`src/design/ps2mpd_pkg.sv`:
```
// Shared types and constants for the PS/2 mouse packet deframer with byte FIFO.
package ps2mpd_pkg;

    localparam int FifoBytesDefault = 1024;
    localparam int FillW            = 11;

    localparam logic [1:0] OP_RX    = 2'd0;
    localparam logic [1:0] OP_POP   = 2'd1;
    localparam logic [1:0] OP_CLEAR = 2'd2;

    localparam logic [7:0] HDR_MASK  = 8'hc8;
    localparam logic [7:0] HDR_MATCH = 8'h08;
    localparam logic [7:0] MARKER    = 8'd27;

    typedef enum logic [1:0] {
        PH_HDR,
        PH_X,
        PH_Y
    } t_phase;

    typedef struct packed {
        logic [1:0] opcode;
        logic [7:0] rx_byte;
    } t_in_word;

    typedef struct packed {
        logic [7:0]       read_data;
        logic             read_valid;
        logic             packet_queued;
        logic             packet_dropped;
        logic [FillW-1:0] fill_level;
    } t_out_word;

    typedef struct packed {
        logic       done;
        logic [7:0] header;
        logic [7:0] x;
        logic [7:0] neg_y;
    } t_pkt;

    typedef struct packed {
        logic rd_hit;
        logic queued;
        logic dropped;
    } t_fifo_evt;

endpackage

```
`src/design/ps2mpd_parser.sv`:
```
// Three-byte PS/2 mouse packet parser: header, X, then Y (negated).
module ps2mpd_parser (
    input  logic               i_clk,
    input  logic               i_rst_n,
    input  logic               i_byte_en,
    input  logic [7:0]         i_rx_byte,
    output ps2mpd_pkg::t_pkt   o_pkt
);

    ps2mpd_pkg::t_phase r_phase;
    ps2mpd_pkg::t_phase n_phase;
    logic [7:0]         r_header;
    logic [7:0]         n_header;
    logic [7:0]         r_x;
    logic [7:0]         n_x;
    logic               w_hdr_ok;

    assign w_hdr_ok = (i_rx_byte & ps2mpd_pkg::HDR_MASK) == ps2mpd_pkg::HDR_MATCH;

    always_comb begin
        n_phase = r_phase;
        if (i_byte_en) begin
            case (r_phase)
                ps2mpd_pkg::PH_X: n_phase = ps2mpd_pkg::PH_Y;
                ps2mpd_pkg::PH_Y: n_phase = ps2mpd_pkg::PH_HDR;
                default:          n_phase = w_hdr_ok ? ps2mpd_pkg::PH_X : ps2mpd_pkg::PH_HDR;
            endcase
        end
    end

    always_comb begin
        n_header     = r_header;
        n_x          = r_x;
        o_pkt.done   = 1'b0;
        o_pkt.header = r_header;
        o_pkt.x      = r_x;
        o_pkt.neg_y  = 8'(~i_rx_byte + 8'd1);
        if (i_byte_en) begin
            case (r_phase)
                ps2mpd_pkg::PH_X: n_x = i_rx_byte;
                ps2mpd_pkg::PH_Y: o_pkt.done = 1'b1;
                default: begin
                    if (w_hdr_ok) begin
                        n_header = i_rx_byte;
                    end
                end
            endcase
        end
    end

    always_ff @(posedge i_clk) begin
        if (!i_rst_n) begin
            r_phase  <= ps2mpd_pkg::PH_HDR;
            r_header <= 8'd0;
            r_x      <= 8'd0;
        end else begin
            r_phase  <= n_phase;
            r_header <= n_header;
            r_x      <= n_x;
        end
    end

endmodule

```
`config.mk`:
```
export PLATFORM = sky130hd
export DESIGN_NAME = ps2mpd_parser
export DESIGN_NICKNAME = d
export VERILOG_FILES = /design/src/design/ps2mpd_pkg.sv /design/src/design/ps2mpd_parser.sv
export SDC_FILE = /design/constraint.sdc
export NUM_CORES = 1
export LEC_CHECK = 0
export CORE_AREA = 2 2 40 42
export DETAILED_ROUTE_END_ITERATION = 7
export DIE_AREA = 0 0 42 44
export DONT_BUFFER_PORTS = 1
export MAX_ROUTING_LAYER = met4
export PLACE_DENSITY = 0.74
export SYNTH_ARGS = -nofsm -noshare
export SYNTH_HDL_FRONTEND = slang
export SYNTH_SLANG_ARGS = --single-unit
```
`constraint.sdc`:
```
create_clock -name i_clk -period 2.5 [get_ports i_clk]
set_input_delay 0.5 -clock i_clk [delete_from_list [all_inputs] [get_ports i_clk]]
set_output_delay 0.5 -clock i_clk [all_outputs]
set_load 0.01 [all_outputs]
```
-- Word-level counts from Yosys, hierarchy flattened
Index checks and enable logic that the tools add are counted.
- bits in registers: 18
- output and inout port bits: 25
- add/subtract/negate cells: 1
- equal/unequal tests: 3
- muxes and demuxes: 4
- bitwise operators: 2
- reductions and logical operators: 3
- operator list (operator ; number):
    8-bit by 1-bit adder with 8-bit output (second input constant) ; 1
    8-bit NOT ; 1
    2-bit case mux with 2 select lines ; 1
    3-bit by 1-bit == test with 1-bit output (second input constant) ; 1
    1-bit 2-to-1 mux ; 3
    3-bit AND reduction ; 1
    2-bit by 1-bit == test with 1-bit output (second input constant) ; 1
    2-bit == test (second input constant) ; 1
    2-bit AND reduction ; 1
    2-bit OR reduction ; 1
    1-bit NOT ; 1

-- Logic depth before layout (Yosys ltp)
- depth after elaboration: 4
- gate-level depth with buffers: 6
- gate-level depth less buffers: 5

-- Worst setup path after synthesis
OpenSTA, ideal clock, no wires.
- kind: input-to-output
- start: input i_rx_byte[0]
- end: output o_pkt[6] (netlist name)
- arrival time: 1.314 ns
- required time: 2.000 ns
- slack: 0.686 ns
- stages on the path: 5
- path buffers: 0
- cells stage by stage: inv_1 ha_1 nor3b_2 nor3b_1 xnor2_1
- RTL lines (item ; RTL line ; text):
    from (decl) ; ps2mpd_parser.sv:6 ; input logic [7:0] i_rx_byte,
    to (decl) ; ps2mpd_parser.sv:7 ; output ps2mpd_pkg::t_pkt o_pkt

==> metrics.txt <==
FF-to-FF Start=r_phase[0]$_SDFFE_PN0P_; WL final=about 1.5 mm; final antenna diode count=0; Chip Width=roughly 42 um; initial core utilization=0.5996; Final Hold Fails=0; global route overflow=0; PortBufs=0; Synth Instances=between 90 and 100; syn_nets=roughly 110; slowest CP cell=nor3b_1; vias in the first global route=around 540; worst skew pair latency=0.28 ns; pin count of the biggest net entering global routing=24; gr usage total=0.1804; Multi-input gate area=450.4 um^2; Crit. End Element=primary output; pwr/cell area=roughly 570 nW/um^2; core box area=1419 um^2; max frequency=528.9 MHz; critical path launch point=i_rx_byte[0]; Worst Path Arrival=1.39 ns; ANT nets after route=0; dpl hpwl=1.121 mm; first-pass GRT wire length=2.421 mm; initial antenna violation count=0; post-CTS setup buffers=0; Crit path largest cell delay=0.25 ns; Die Ht=44 um; synth unique cells=22; hold crit path type=in2reg; H-tree depth=1; period utilization=0.7563; status=complete, no violations; DRT Pass-1 Iters=4; Layout area overhead=3.676%; Resize count post-CTS=0; yosys warns=0; Critical Path RT=2.00 ns; Peak supply drop=0.3807 mV; register area=360.3 um^2; setup TNS=0 ns; drc violations=0; wire per inst=13.61 um; Crit Path Max Fanout=5; RSZ-0062 raised after global routing=false; fillcell total=123; TritonCTS clock tree=yes; crit start category=input port; reg2reg setup slack=about 1.1 ns; GPL Wtd Cong=approximately 0.73; clock sink count=18; final hold slack=0.3299 ns; overall power=499.9 uW; max cap viols=0; DRT iter0 DRCs=11; Clock transition at path regs=~0.090 ns; root cell of the clock tree=clkbuf_4; critical-path cell list=inv_1 > ha_1 > nor3b_2 > nor3b_1 > xnor2_1; r2r endpoint=r_header[6]$_SDFFE_PN0P_; std cell rows=14; final net count=109; Worst slew margin=0.7106; crit path capture=o_pkt[6]; Num CTS Buffers=3; I/O pin cnt=36; fraction of layout cells with a size suffix above 1=0.07527; CTS Hold Buffers Added=0; endpoints failing setup=0; Worst Tran Pin Value=0.4308 ns; R2R depth=5; crit path time final=1.891 ns; Synth Cell Area=850.8 um^2; Mean Syn Cell Area=around 9.1 um^2; critical path class=in2out; Clock Path Buffers=2; vias per cell=5.624; register area share after synthesis=0.4235; Layout Skew=0.001135 ns; leak pwr=0.0003130 uW; via count=613; Die ar.=1848 um^2; Seq cells post-synth=18; Pins Over Slew Limit=0
==> stage by stage <==
| step | instance area, um^2 | utilization | cells | setup WS [ns] |
|---|---|---|---|---|
| after global placement | 845.8 | 0.5961 | 105 | 0.6144 |
| after floorplan | 850.8 | - | 94 | 0.6858 |
| after detailed placement | 845.8 | 0.5961 | 105 | 0.5990 |
| after global routing | 882.1 | 0.6217 | 109 | 0.4861 |
| after CTS | 882.1 | 0.6217 | 109 | 0.5960 |
| final | 882.1 | 0.6217 | 109 | 0.6092 |
==> logic make-up (layout without fill, tap and decap cells) <==
group	count (synthesis)	after routing	share of synthesized area
and+or+nand+nor	41	41	0.2500
AOI/OAI and AO/OA	10	10	0.08823
buffers and inverters	9	8	0.04706
DFF	18	18	0.4235
muxes	6	6	0.07059
adders and majority gates	4	4	0.05883
xor gates and xnor gates	6	6	0.06176
==> registers in the layout, summed over array words and instances, names as in the netlist <==
register / cells
r_x: 8
r_header: 8
r_phase: 2
==> layer usage <==
metal | up-vias | track usage | wire length, um | share of wire
met5 | - | - | 0 | 0
met4 | 0 | 0.09677 | 10 | 0.0067
met3 | 2 | 0.05833 | 111 | 0.075
met2 | 23 | 0.2688 | 666 | 0.45
met1 | 279 | 0.2165 | 696 | 0.47
li1 | 309 | - | - | -
==> synthesized netlist by cell type (all sizes together) <==
master,number,area [um^2]
a21boi,8,60.06
and2,1,6.260
and3b,2,17.52
buf,3,17.52
clkbuf,2,7.510
dfxtp,18,360.4
ha,4,50.05
inv,4,15.01
mux2i,6,60.06
nand2,20,75.07
nand3,9,45.04
nand4b,1,15.01
nor2,4,22.52
nor2b,1,6.260
nor3,1,5.000
nor3b,2,20.02
o21a,2,15.01
xnor2,4,35.03
xor2,2,17.52
==> final cells by class <==
type,count,area share
Multi-Input combinational cell,67,0.5106
Sequential cell,18,0.4085
Clock buffer,4,0.04113
Tap cell,16,0.02270
Inverter,4,0.01702
==> layout by cell type (no fill, tap or decap), drive strengths merged, types with 2 or more instances in the layout <==
master   n
a21boi   8
and3b    2
xnor2    4
nor3b    2
xor2     2
dfxtp   18
o21a     2
nor2     4
inv      4
clkbuf   4
nand2   20
mux2i    6
ha       4
nand3    9
==> worst min path at each step <==
stage | startpoint | endpoint | slack, ns | cells past startpoint
CTS | i_rst_n | r_phase[0]$_SDFFE_PN0P_ | 0.32 | 1
global placement | r_header[4]$_SDFFE_PN0P_ | r_header[4]$_SDFFE_PN0P_ | 0.49 | 2
finish | i_rst_n | r_phase[0]$_SDFFE_PN0P_ | 0.33 | 1
global route | i_rst_n | r_phase[0]$_SDFFE_PN0P_ | 0.31 | 1
detailed placement | r_header[1]$_SDFFE_PN0P_ | r_header[1]$_SDFFE_PN0P_ | 0.50 | 2
floorplan | r_header[0]$_SDFFE_PN0P_ | r_header[0]$_SDFFE_PN0P_ | 0.48 | 2
==> where the power goes <==
group          switching, uW  internal [uW]  total [uW]
Clock                   82.3           88.6         171
Combinational           17.7           16.0        33.8
Sequential              4.41            291         295
==> worst max-delay path, delay by kind of cell <==
family | cells | cell delay [ns]
simple gates | 2 | 0.47
xor+xnor | 1 | 0.22
buf+inv | 1 | 0.04
fa+ha+maj | 1 | 0.16
(Power assumes the default switching activity.)
